[src/rtl/dcbr_pkg.sv]
// ============================================================================
// dcbr_pkg - shared types and constants of the depthwise conv1d block
// Sizes, opcodes and the job record passed from the front end to the
// arithmetic back end.
// ============================================================================
package dcbr_pkg;

    localparam int CHANNELS  = 16;
    localparam int TAPS      = 5;
    localparam int CLAMP_MAX = 127;

    // Field widths of the item and result channels.
    localparam int OPC_W  = 2;
    localparam int CH_W   = 4;
    localparam int TI_W   = 3;
    localparam int SMP_W  = 8;
    localparam int BIAS_W = 32;
    localparam int POS_W  = 16;
    localparam int VAL_W  = 7;

    localparam int CH_IDX_W   = (CHANNELS > 1) ? $clog2(CHANNELS) : 1;
    localparam int HIST_N     = (TAPS > 1) ? TAPS - 1 : 1;
    localparam int HIST_IDX_W = (HIST_N > 1) ? $clog2(HIST_N) : 1;
    localparam int FILL_W     = (TAPS > 1) ? $clog2(TAPS) : 1;
    localparam int TAP_IDX_W  = (TAPS > 1) ? $clog2(TAPS) : 1;

    localparam int PROD_W = 2 * SMP_W;
    localparam int PSUM_W = PROD_W + $clog2(TAPS) + 1;
    localparam int ACC_W  = ((PSUM_W > BIAS_W) ? PSUM_W : BIAS_W) + 1;

    localparam int FIFO_DEPTH = 2;
    localparam int FIFO_PTR_W = (FIFO_DEPTH > 1) ? $clog2(FIFO_DEPTH) : 1;
    localparam int FIFO_CNT_W = $clog2(FIFO_DEPTH + 1);

    localparam logic [POS_W-1:0] OUTPUT_COUNT_RST = POS_W'(512);

    typedef enum logic [OPC_W-1:0] {
        OP_SAMPLE    = 2'd0,
        OP_LOAD_TAP  = 2'd1,
        OP_LOAD_BIAS = 2'd2,
        OP_RESTART   = 2'd3
    } t_opcode;

    typedef logic signed [SMP_W-1:0] t_sample;

    typedef struct packed {
        logic [CH_W-1:0]  channel;
        logic [POS_W-1:0] position;
        logic             is_last;
    } t_meta;

    typedef struct packed {
        t_sample [TAPS-1:0]       window;
        t_sample [TAPS-1:0]       taps;
        logic signed [BIAS_W-1:0] bias;
        t_meta                    meta;
    } t_job;

endpackage

[src/rtl/dcbr_if.sv]
// ============================================================================
// dcbr_if - channel interfaces of the depthwise conv1d block
// Item, result and configuration channels, each with valid and ready.
// ============================================================================
interface dcbr_in_if;
    import dcbr_pkg::*;
    logic                     valid;
    logic                     ready;
    logic [OPC_W-1:0]         opcode;
    logic [CH_W-1:0]          channel;
    logic [TI_W-1:0]          tap_index;
    logic signed [SMP_W-1:0]  value;
    logic signed [BIAS_W-1:0] bias_value;

    modport source (output valid, opcode, channel, tap_index, value, bias_value,
                    input ready);
    modport sink (input valid, opcode, channel, tap_index, value, bias_value,
                  output ready);
endinterface

interface dcbr_out_if;
    import dcbr_pkg::*;
    logic             valid;
    logic             ready;
    logic [CH_W-1:0]  out_channel;
    logic [POS_W-1:0] position;
    logic [VAL_W-1:0] output_value;
    logic             is_last;

    modport source (output valid, out_channel, position, output_value, is_last,
                    input ready);
    modport sink (input valid, out_channel, position, output_value, is_last,
                  output ready);
endinterface

interface dcbr_cfg_if;
    import dcbr_pkg::*;
    logic             valid;
    logic             ready;
    logic [POS_W-1:0] data;

    modport source (output valid, data, input ready);
    modport sink (input valid, data, output ready);
endinterface

[src/rtl/dcbr_front.sv]
// ============================================================================
// dcbr_front - item decode and per-channel sequence state
// Accepts items, updates taps, biases, history, fill levels and positions,
// and hands each window that completes a result to the job queue.
// ============================================================================
module dcbr_front (
    input  logic          i_clk,
    input  logic          i_rst_n,
    dcbr_in_if.sink       i_in,
    dcbr_cfg_if.sink      i_cfg,
    input  logic          i_q_full,
    output logic          o_push,
    output dcbr_pkg::t_job o_job
);
    import dcbr_pkg::*;

    logic [POS_W-1:0]         r_output_count;
    logic [FILL_W-1:0]        r_fill [CHANNELS];
    logic [POS_W-1:0]         r_pos  [CHANNELS];
    t_sample [HIST_N-1:0]     r_hist [CHANNELS];
    t_sample [TAPS-1:0]       r_taps [CHANNELS];
    logic signed [BIAS_W-1:0] r_bias [CHANNELS];

    logic                 accept;
    logic                 ch_ok;
    logic [CH_IDX_W-1:0]  ch;
    t_opcode              opc;
    logic [FILL_W-1:0]    fill_cur;
    logic [POS_W-1:0]     pos_cur;
    t_sample [HIST_N-1:0] hist_row;
    t_sample [HIST_N-1:0] hist_shifted;
    logic                 filling;
    logic                 seq_open;

    assign i_in.ready  = !i_q_full;
    assign i_cfg.ready = 1'b1;
    assign accept      = i_in.valid && i_in.ready;

    assign opc      = t_opcode'(i_in.opcode);
    assign ch_ok    = (32'(i_in.channel) < CHANNELS);
    assign ch       = CH_IDX_W'(i_in.channel);
    assign fill_cur = r_fill[ch];
    assign pos_cur  = r_pos[ch];
    assign hist_row = r_hist[ch];
    assign filling  = (32'(fill_cur) < TAPS - 1);
    assign seq_open = (pos_cur < r_output_count);

    always_comb begin
        for (int k = 0; k < HIST_N; k++) begin
            if (k < HIST_N - 1) begin
                hist_shifted[k] = hist_row[k+1];
            end else begin
                hist_shifted[k] = i_in.value;
            end
        end
    end

    // The window is taken from the state as it stands before this item, with
    // the newest sample in the last tap position.
    always_comb begin
        for (int k = 0; k < TAPS; k++) begin
            if (k < TAPS - 1) begin
                o_job.window[k] = hist_row[k];
            end else begin
                o_job.window[k] = i_in.value;
            end
        end
        o_job.taps          = r_taps[ch];
        o_job.bias          = r_bias[ch];
        o_job.meta.channel  = i_in.channel;
        o_job.meta.position = pos_cur;
        o_job.meta.is_last  = ((17'(pos_cur) + 17'd1) == 17'(r_output_count));
    end

    assign o_push = accept && ch_ok && (opc == OP_SAMPLE) && !filling && seq_open;

    always_ff @(posedge i_clk) begin
        if (!i_rst_n) begin
            r_output_count <= OUTPUT_COUNT_RST;
            for (int c = 0; c < CHANNELS; c++) begin
                r_fill[c] <= '0;
                r_pos[c]  <= '0;
            end
        end else begin
            if (i_cfg.valid && i_cfg.ready) begin
                r_output_count <= i_cfg.data;
            end
            if (accept) begin
                if (opc == OP_RESTART) begin
                    for (int c = 0; c < CHANNELS; c++) begin
                        r_fill[c] <= '0;
                        r_pos[c]  <= '0;
                    end
                end else if (ch_ok && opc == OP_SAMPLE) begin
                    if (filling) begin
                        r_fill[ch] <= fill_cur + FILL_W'(1);
                    end else if (seq_open) begin
                        r_pos[ch] <= pos_cur + POS_W'(1);
                    end
                end
            end
        end
    end

    // Taps, biases and history hold no reset value.
    always_ff @(posedge i_clk) begin
        if (accept && ch_ok) begin
            unique case (opc)
                OP_LOAD_TAP: begin
                    if (32'(i_in.tap_index) < TAPS) begin
                        r_taps[ch][TAP_IDX_W'(i_in.tap_index)] <= i_in.value;
                    end
                end
                OP_LOAD_BIAS: begin
                    r_bias[ch] <= i_in.bias_value;
                end
                OP_SAMPLE: begin
                    if (filling) begin
                        r_hist[ch][fill_cur[HIST_IDX_W-1:0]] <= i_in.value;
                    end else if (seq_open) begin
                        r_hist[ch] <= hist_shifted;
                    end
                end
                OP_RESTART: begin
                end
                default: begin
                end
            endcase
        end
    end

`ifndef SYNTHESIS
    a_restart_clears: assert property (@(posedge i_clk) disable iff (!i_rst_n)
        (accept && opc == OP_RESTART) |=> (r_fill[0] == '0 && r_pos[0] == '0))
        else $error("restart did not clear channel sequence state");

    a_push_full_window: assert property (@(posedge i_clk) disable iff (!i_rst_n)
        o_push |-> (32'(fill_cur) == TAPS - 1))
        else $error("result issued before the window was full");
`endif

endmodule

[src/rtl/dcbr_fifo.sv]
// ============================================================================
// dcbr_fifo - job queue between front end and back end
// Short first-in first-out queue that lets each side stall on its own.
// ============================================================================
module dcbr_fifo (
    input  logic           i_clk,
    input  logic           i_rst_n,
    input  logic           i_push,
    input  dcbr_pkg::t_job i_job,
    output logic           o_full,
    output logic           o_valid,
    output dcbr_pkg::t_job o_job,
    input  logic           i_pop
);
    import dcbr_pkg::*;

    t_job                  r_mem [FIFO_DEPTH];
    logic [FIFO_PTR_W-1:0] r_wr;
    logic [FIFO_PTR_W-1:0] r_rd;
    logic [FIFO_CNT_W-1:0] r_count;

    logic do_push;
    logic do_pop;

    assign o_full  = (32'(r_count) == FIFO_DEPTH);
    assign o_valid = (r_count != '0);
    assign o_job   = r_mem[r_rd];
    assign do_push = i_push && !o_full;
    assign do_pop  = i_pop && o_valid;

    always_ff @(posedge i_clk) begin
        if (!i_rst_n) begin
            r_wr    <= '0;
            r_rd    <= '0;
            r_count <= '0;
        end else begin
            if (do_push) begin
                r_wr <= (32'(r_wr) == FIFO_DEPTH - 1) ? '0 : r_wr + FIFO_PTR_W'(1);
            end
            if (do_pop) begin
                r_rd <= (32'(r_rd) == FIFO_DEPTH - 1) ? '0 : r_rd + FIFO_PTR_W'(1);
            end
            if (do_push && !do_pop) begin
                r_count <= r_count + FIFO_CNT_W'(1);
            end else if (do_pop && !do_push) begin
                r_count <= r_count - FIFO_CNT_W'(1);
            end
        end
    end

    always_ff @(posedge i_clk) begin
        if (do_push) begin
            r_mem[r_wr] <= i_job;
        end
    end

`ifndef SYNTHESIS
    a_no_overflow: assert property (@(posedge i_clk) disable iff (!i_rst_n)
        o_full |-> !i_push)
        else $error("job pushed into a full queue");

    a_no_underflow: assert property (@(posedge i_clk) disable iff (!i_rst_n)
        !o_valid |-> !i_pop)
        else $error("job popped from an empty queue");

    a_count_bound: assert property (@(posedge i_clk) disable iff (!i_rst_n)
        32'(r_count) <= FIFO_DEPTH)
        else $error("queue count out of range");
`endif

endmodule

[src/rtl/dcbr_back.sv]
// ============================================================================
// dcbr_back - multiply, accumulate, bias, ReLU and clamp
// Three-stage pipeline: tap products, product sum, bias add with clamp into
// the output register.
// ============================================================================
module dcbr_back (
    input  logic           i_clk,
    input  logic           i_rst_n,
    input  logic           i_q_valid,
    input  dcbr_pkg::t_job i_q_job,
    output logic           o_pop,
    dcbr_out_if.source     o_out
);
    import dcbr_pkg::*;

    logic                     r_v1;
    logic                     r_v2;
    logic                     r_v3;
    logic signed [PROD_W-1:0] r_prod [TAPS];
    logic signed [BIAS_W-1:0] r_bias1;
    logic signed [BIAS_W-1:0] r_bias2;
    logic signed [PSUM_W-1:0] r_psum;
    t_meta                    r_meta1;
    t_meta                    r_meta2;
    t_meta                    r_meta3;
    logic [VAL_W-1:0]         r_val;

    logic                     adv;
    logic signed [PROD_W-1:0] prod [TAPS];
    logic signed [PSUM_W-1:0] psum;
    logic signed [ACC_W-1:0]  acc;
    logic [VAL_W-1:0]         clamped;

    // The whole pipeline moves together whenever the output register frees.
    assign adv   = !r_v3 || o_out.ready;
    assign o_pop = adv && i_q_valid;

    always_comb begin
        for (int k = 0; k < TAPS; k++) begin
            prod[k] = i_q_job.window[k] * i_q_job.taps[k];
        end
    end

    always_comb begin
        psum = '0;
        for (int k = 0; k < TAPS; k++) begin
            psum = psum + PSUM_W'(r_prod[k]);
        end
    end

    assign acc = ACC_W'(r_psum) + ACC_W'(r_bias2);

    always_comb begin
        if (acc < 0) begin
            clamped = '0;
        end else if (acc > CLAMP_MAX) begin
            clamped = VAL_W'(CLAMP_MAX);
        end else begin
            clamped = acc[VAL_W-1:0];
        end
    end

    always_ff @(posedge i_clk) begin
        if (!i_rst_n) begin
            r_v1 <= 1'b0;
            r_v2 <= 1'b0;
            r_v3 <= 1'b0;
        end else if (adv) begin
            r_v1 <= i_q_valid;
            r_v2 <= r_v1;
            r_v3 <= r_v2;
        end
    end

    always_ff @(posedge i_clk) begin
        if (adv) begin
            for (int k = 0; k < TAPS; k++) begin
                r_prod[k] <= prod[k];
            end
            r_bias1 <= i_q_job.bias;
            r_meta1 <= i_q_job.meta;
            r_psum  <= psum;
            r_bias2 <= r_bias1;
            r_meta2 <= r_meta1;
            r_val   <= clamped;
            r_meta3 <= r_meta2;
        end
    end

    assign o_out.valid        = r_v3;
    assign o_out.out_channel  = r_meta3.channel;
    assign o_out.position     = r_meta3.position;
    assign o_out.output_value = r_val;
    assign o_out.is_last      = r_meta3.is_last;

`ifndef SYNTHESIS
    a_pop_only_when_moving: assert property (@(posedge i_clk) disable iff (!i_rst_n)
        o_pop |-> (i_q_valid && adv))
        else $error("queue popped while the pipeline was held");
`endif

endmodule

[src/rtl/depthwise_conv1d_bias_relu_int8_top.sv]
// Path: a result travels from the edge that accepts its sample through the queue write,
// product stage, sum stage and output register, and a held output channel stalls it.
// Throughput: one item per cycle while the job queue is not full, set by the front end
// and the fully pipelined multiply/accumulate path; a two-entry job queue absorbs stalls.
// Reset: clears fill levels, positions, queue and pipeline valid state and sets
// output_count to 512; taps, biases and sample history hold no reset value.
// ============================================================================
// depthwise_conv1d_bias_relu_int8_top - depthwise 5-tap int8 convolution
// Per-channel convolution over an interleaved sample stream with bias, ReLU
// and a clamp to 0..127.
// ============================================================================
module depthwise_conv1d_bias_relu_int8_top (
    input  logic       i_clk,
    input  logic       i_rst_n,
    dcbr_in_if.sink    i_in,
    dcbr_cfg_if.sink   i_cfg,
    dcbr_out_if.source o_out
);
    import dcbr_pkg::*;

    logic q_push;
    logic q_full;
    logic q_valid;
    logic q_pop;
    t_job push_job;
    t_job pop_job;

    dcbr_front u_front (
        .i_clk    (i_clk),
        .i_rst_n  (i_rst_n),
        .i_in     (i_in),
        .i_cfg    (i_cfg),
        .i_q_full (q_full),
        .o_push   (q_push),
        .o_job    (push_job)
    );

    dcbr_fifo u_fifo (
        .i_clk   (i_clk),
        .i_rst_n (i_rst_n),
        .i_push  (q_push),
        .i_job   (push_job),
        .o_full  (q_full),
        .o_valid (q_valid),
        .o_job   (pop_job),
        .i_pop   (q_pop)
    );

    dcbr_back u_back (
        .i_clk     (i_clk),
        .i_rst_n   (i_rst_n),
        .i_q_valid (q_valid),
        .i_q_job   (pop_job),
        .o_pop     (q_pop),
        .o_out     (o_out)
    );

endmodule
[src/flat_wrapper.sv]
// flat-port wrapper written by rule: the top's interface ports become plain ports
module depthwise_conv1d_bias_relu_int8_top_flat import dcbr_pkg::*;
  (i_clk, i_rst_n, i_in_valid, i_in_opcode, i_in_channel, i_in_tap_index, i_in_value, i_in_bias_value, i_in_ready, i_cfg_valid, i_cfg_data, i_cfg_ready, o_out_valid, o_out_out_channel, o_out_position, o_out_output_value, o_out_is_last, o_out_ready);
  dcbr_in_if i_in_i ();
  dcbr_cfg_if i_cfg_i ();
  dcbr_out_if o_out_i ();
  input  logic i_clk;
  input  logic i_rst_n;
  input wire logic [$bits(i_in_i.valid)-1:0] i_in_valid;
  input wire logic [$bits(i_in_i.opcode)-1:0] i_in_opcode;
  input wire logic [$bits(i_in_i.channel)-1:0] i_in_channel;
  input wire logic [$bits(i_in_i.tap_index)-1:0] i_in_tap_index;
  input wire logic [$bits(i_in_i.value)-1:0] i_in_value;
  input wire logic [$bits(i_in_i.bias_value)-1:0] i_in_bias_value;
  output wire logic [$bits(i_in_i.ready)-1:0] i_in_ready;
  input wire logic [$bits(i_cfg_i.valid)-1:0] i_cfg_valid;
  input wire logic [$bits(i_cfg_i.data)-1:0] i_cfg_data;
  output wire logic [$bits(i_cfg_i.ready)-1:0] i_cfg_ready;
  output wire logic [$bits(o_out_i.valid)-1:0] o_out_valid;
  output wire logic [$bits(o_out_i.out_channel)-1:0] o_out_out_channel;
  output wire logic [$bits(o_out_i.position)-1:0] o_out_position;
  output wire logic [$bits(o_out_i.output_value)-1:0] o_out_output_value;
  output wire logic [$bits(o_out_i.is_last)-1:0] o_out_is_last;
  input wire logic [$bits(o_out_i.ready)-1:0] o_out_ready;
  assign i_in_i.valid = i_in_valid;
  assign i_in_i.opcode = i_in_opcode;
  assign i_in_i.channel = i_in_channel;
  assign i_in_i.tap_index = i_in_tap_index;
  assign i_in_i.value = i_in_value;
  assign i_in_i.bias_value = i_in_bias_value;
  assign i_in_ready = i_in_i.ready;
  assign i_cfg_i.valid = i_cfg_valid;
  assign i_cfg_i.data = i_cfg_data;
  assign i_cfg_ready = i_cfg_i.ready;
  assign o_out_valid = o_out_i.valid;
  assign o_out_out_channel = o_out_i.out_channel;
  assign o_out_position = o_out_i.position;
  assign o_out_output_value = o_out_i.output_value;
  assign o_out_is_last = o_out_i.is_last;
  assign o_out_i.ready = o_out_ready;
  depthwise_conv1d_bias_relu_int8_top u_core (.i_clk(i_clk), .i_rst_n(i_rst_n), .i_in(i_in_i), .i_cfg(i_cfg_i), .o_out(o_out_i));
endmodule
[config.mk]
export PLATFORM = sky130hd
export DESIGN_NAME = depthwise_conv1d_bias_relu_int8_top_flat
export DESIGN_NICKNAME = d
export VERILOG_FILES = /design/src/rtl/dcbr_pkg.sv /design/src/rtl/dcbr_if.sv /design/src/rtl/dcbr_front.sv /design/src/rtl/dcbr_fifo.sv /design/src/rtl/dcbr_back.sv /design/src/rtl/depthwise_conv1d_bias_relu_int8_top.sv /design/src/flat_wrapper.sv
export SDC_FILE = /design/constraint.sdc
export NUM_CORES = 2
export LEC_CHECK = 0
export ABC_CLOCK_PERIOD_IN_PS = 13400
export BUFFER_PORTS_ARGS = -buffer_cell sky130_fd_sc_hd__buf_4
export CELL_PAD_IN_SITES_DETAIL_PLACEMENT = 1
export CELL_PAD_IN_SITES_GLOBAL_PLACEMENT = 1
export CORE_MARGIN = 4
export CORE_UTILIZATION = 50
export CTS_CLUSTER_DIAMETER = 100
export DETAILED_ROUTE_END_ITERATION = 7
export GPL_TIMING_DRIVEN = 0
export HOLD_SLACK_MARGIN = 0.1
export PLACE_DENSITY = 0.74
export SLEW_MARGIN = 20
export SYNTH_ARGS = -nofsm -noshare
export SYNTH_HDL_FRONTEND = slang
export SYNTH_SLANG_ARGS = --single-unit
[constraint.sdc]
create_clock -name i_clk -period 13.4 [get_ports i_clk]
set_input_delay 0.67 -clock i_clk [delete_from_list [all_inputs] [get_ports i_clk]]
set_output_delay 0.67 -clock i_clk [all_outputs]
set_load 0.03 [all_outputs]
==> reports/qor.yml <==
run_status:
  status: "complete, no violations"
worst_setup_path:
  cp-start-kind: "flop"
  reg2reg_depth: 24
  critPathRequiredTime_ns: 14.00
  worstPathMaxFanout: 10
  critical_path_class: "flop to flop"
  worstSetupEndpointType: "flop"
  r2r_end: "u_core.u_back.r_prod[0][78]"
  crit_arrival_ns: 8.25
  regToRegSetupSlack_ns: 5.75
cells_and_area:
  mostFrequentLayoutCell: "edfxtp_1"
  num-fill-cells: 19500
  drive_gt1_share_pct: 21.29
  multi_input_area_sq_mm: 0.03410
  layout.area.seq_sq_mm: 0.07459
  syn_to_final_growth_pct: 13.83
  fin_nets: 7328
  fin_util_pct: 57.44
  final_cell_mix: "edfxtp_1, mux4_2, nor2_1, inv_1, fa_1"
  final_cell_area_sq_mm: 0.1267
detailed_routing:
  drc: 0
  dr.pass1.iters: 5
  drt-total-wl_um: 316900
  post_drt_wl_per_cell_um: 32.13
  vias: 61240
  routed_via_density: 6.210
  drt_iter0_drc: 8045
  drt.antenna.violating_nets: 0
sta:
  setup_viol: 0
  timing_hold_violations_final: 0
  worst_pin_slew_ns: 1.222
  maxSlewViolCount: 0
  finalClockSkew_ns: 0.07010
  slew_headroom_pct: 18.24
  fmax_mhz: 130.7
  fin_crit_ns: 7.652
  rsz0062_at_grt: "no"
  fin_crit_sh_pct: 57.10
synth:
  ys.flop_type: "edfxtp_1"
  ys_seq_area_share_pct: 67.01
  yosys_register_bits: 2492
  synth_warnings: 0
  synth_cells: 6212
  synthesis.area_sq_mm: 0.1113
  muxShareOfSynthArea_pct: 14.40
  synth_compound_area_share_pct: 1.985
  postSynthAreaPerCell_sq_um: 17.92
  synth.distinct_cells: 86
  async_flop_share_pct: 0
  synth_fp_nets: 6827
  synth_edf_count: 2468
  synthAdderAreaFrac_pct: 8.325
  synth_top_family_by_area: "multiplexers"
  synth_xor_xnor_area_share_pct: 1.026
  synthSimpleGateAreaFrac_pct: 4.613
worst_hold_path:
  holdCritStartpoint: "i_rst_n"
  hp-class: "input port to flop"
  hold_depth: 3
  min_to: "u_core.u_fifo.r_count[1]"
clocking:
  cts_buffer_depth: 4
  root_buffer: "clkbuf_16"
  htreeDepth: 5
  cts.sinks: 2492
  clock_latency_ns: 0.94
  cts_tree: "yes"
  postCtsHoldBufs: 53
  path_clk_slew_ns: 0.06
  cts_resized: 0
  cts_setup_buffers: 0
  cts_made_buffers: 277
floorplanning:
  io_pins: 101
  die-area_sq_mm: 0.2302
  start_util_pct: 50.46
  die_w_um: 479.8
  die_h_um: 479.8
  coreArea_sq_mm: 0.2206
  rows: 172
placement:
  place_area_sq_mm: 0.1176
  portBuffers: 98
  routabilityCongestion: 0.8917
  hpwl_um: 220700
global_routing:
  antenna_found_initial: 35
  grt_remaining_overflow: 0
  grt_max_degree: 102
  grt_pass1_vias: 65000
  grt_pass1_wl_um: 462000
  track_usage_pct: 27.88
power_and_ir_drop:
  leakagePower_uw: 0.04305
  vdd.ir_drop.worst_uv: 609.3
  powerDensity_mw_per_mm2: 232.0
run:
  drv_cap: 0
[layer usage]
layer,up-vias,wire length (um),GRT usage [%]
li1,24870,-,-
met3,626,32000,6.237
met4,18,10720,9.056
met5,-,123,0
met2,3347,151800,44.38
met1,32380,122200,38.67
[final cells by class]
class,count,share of cell area (%)
sequential,2492,58.87
multi-input combinational,2979,26.92
clock buffer,336,5.780
tap,2958,2.921
timing repair buffer,222,2.218
inverter,445,1.324
buffer,296,1.048
clock inverter,126,0.9026
antenna,8,0.01580
[state kept, by name, indices dropped and copies added (netlist names), 32 cells and up, named ones only]
register	cells
u_core.u_fifo.r_mem	266
u_core.u_front.r_pos	256
u_core.u_back.r_bias2	32
u_core.u_back.r_prod	80
u_core.u_back.r_bias1	32
u_core.u_front.r_bias	512
u_core.u_front.r_fill	48
u_core.u_front.r_hist	512
u_core.u_front.r_taps	640
[Yosys cell counts, types with 8 or more instances]
library cell     n  area (sq um)
edfxtp_1      2468         74110
a21oi_1         79         395.4
nand2b_1        33         206.5
o21a_1          12         90.09
nand4_1         13         81.33
xor2_1          15         131.4
buf_4            9         67.56
o211ai_1        10         75.07
ha_1           219          2740
a211oi_1         9         67.56
nor2b_1         34         212.7
fa_1           326          6526
dfxtp_1         24         480.5
a22oi_1         24         180.2
or2_2           31         193.9
inv_1          445          1670
buf_6           11         123.9
mux4_2         607         13670
buf_2           28         140.1
and2_1           8         50.05
nand2_1        183         686.9
a21o_1          22         165.2
mux2i_1        100          1001
nand3_1         29         145.1
o21ai_0        100         500.5
nor2_1         498          1869
mux2_2         117          1318
xnor2_1        103         902.1
buf_1           57         214.0
a21boi_0        13         97.59
clkbuf_1       191         716.9
or3_1            8         50.05
nor3_1         274          1371
[report_power, final]
part | internal [uW] | switching (uW) | total [uW] | leakage, uW
clock network | 4270 | 3030 | 7300 | 0.00414
registers | 9660 | 267 | 9930 | 0.0232
logic | 4870 | 7300 | 12200 | 0.0157
[metrics by stage]
step	total power, uW	setup WS [ns]	cells	hold WS (ns)	TNS (ns)
after detailed placement	22410	5.258	9338	0.4052	0
final	29400	5.748	9862	0.2279	0
after global placement	21980	-3.698	9268	0.4046	-485.94
after floorplan	18270	2.777	6212	0.4003	0
after global routing	31390	5.111	9856	0.2199	0
after CTS	29750	5.153	9853	0.1593	0
[critical path, stage by stage (launching register included)]
cell	delay, ns
dfxtp_1	0.42
clkbuf_1	0.19
buf_1	0.63
clkbuf_2	0.60
buf_2	0.62
mux2i_1	0.57
nor2_1	0.13
fa_1	0.57
inv_1	0.06
fa_1	0.53
inv_1	0.05
fa_1	0.48
inv_1	0.05
fa_1	0.47
inv_1	0.04
ha_1	0.31
o21ai_0	0.12
a21boi_0	0.20
o21ai_0	0.28
a21boi_0	0.16
o21ai_0	0.19
nand2b_1	0.12
a21o_1	0.19
a21oi_1	0.19
xnor2_1	0.14
[logic make-up after synthesis]
family                     after synthesis
adders and majority gates              545
DFF                                   2492
buffers and inverters                  741
and+or+nand+nor                       1142
muxes                                  826
AOI/OAI and AO/OA                      341
xor gates and xnor gates               124
other                                    1
[how the worst max path moves through the flow]
stage | startpoint | endpoint | slack [ns] | cells past startpoint
after floorplan | i_in_channel[0] | u_core.u_fifo.r_mem[0][0] | 2.78 | 20
after global placement | i_in_channel[0] | u_core.u_fifo.r_mem[0][86] | -3.70 | 21
after detailed placement | flop | u_core.u_back.r_prod[0][78] | 5.26 | 24
after CTS | flop | u_core.u_back.r_prod[0][78] | 5.15 | 24
after global routing | flop | u_core.u_back.r_prod[0][78] | 5.11 | 24
final | flop | u_core.u_back.r_prod[0][78] | 5.75 | 24
No activity file was read; power rests on OpenSTA's default activity.
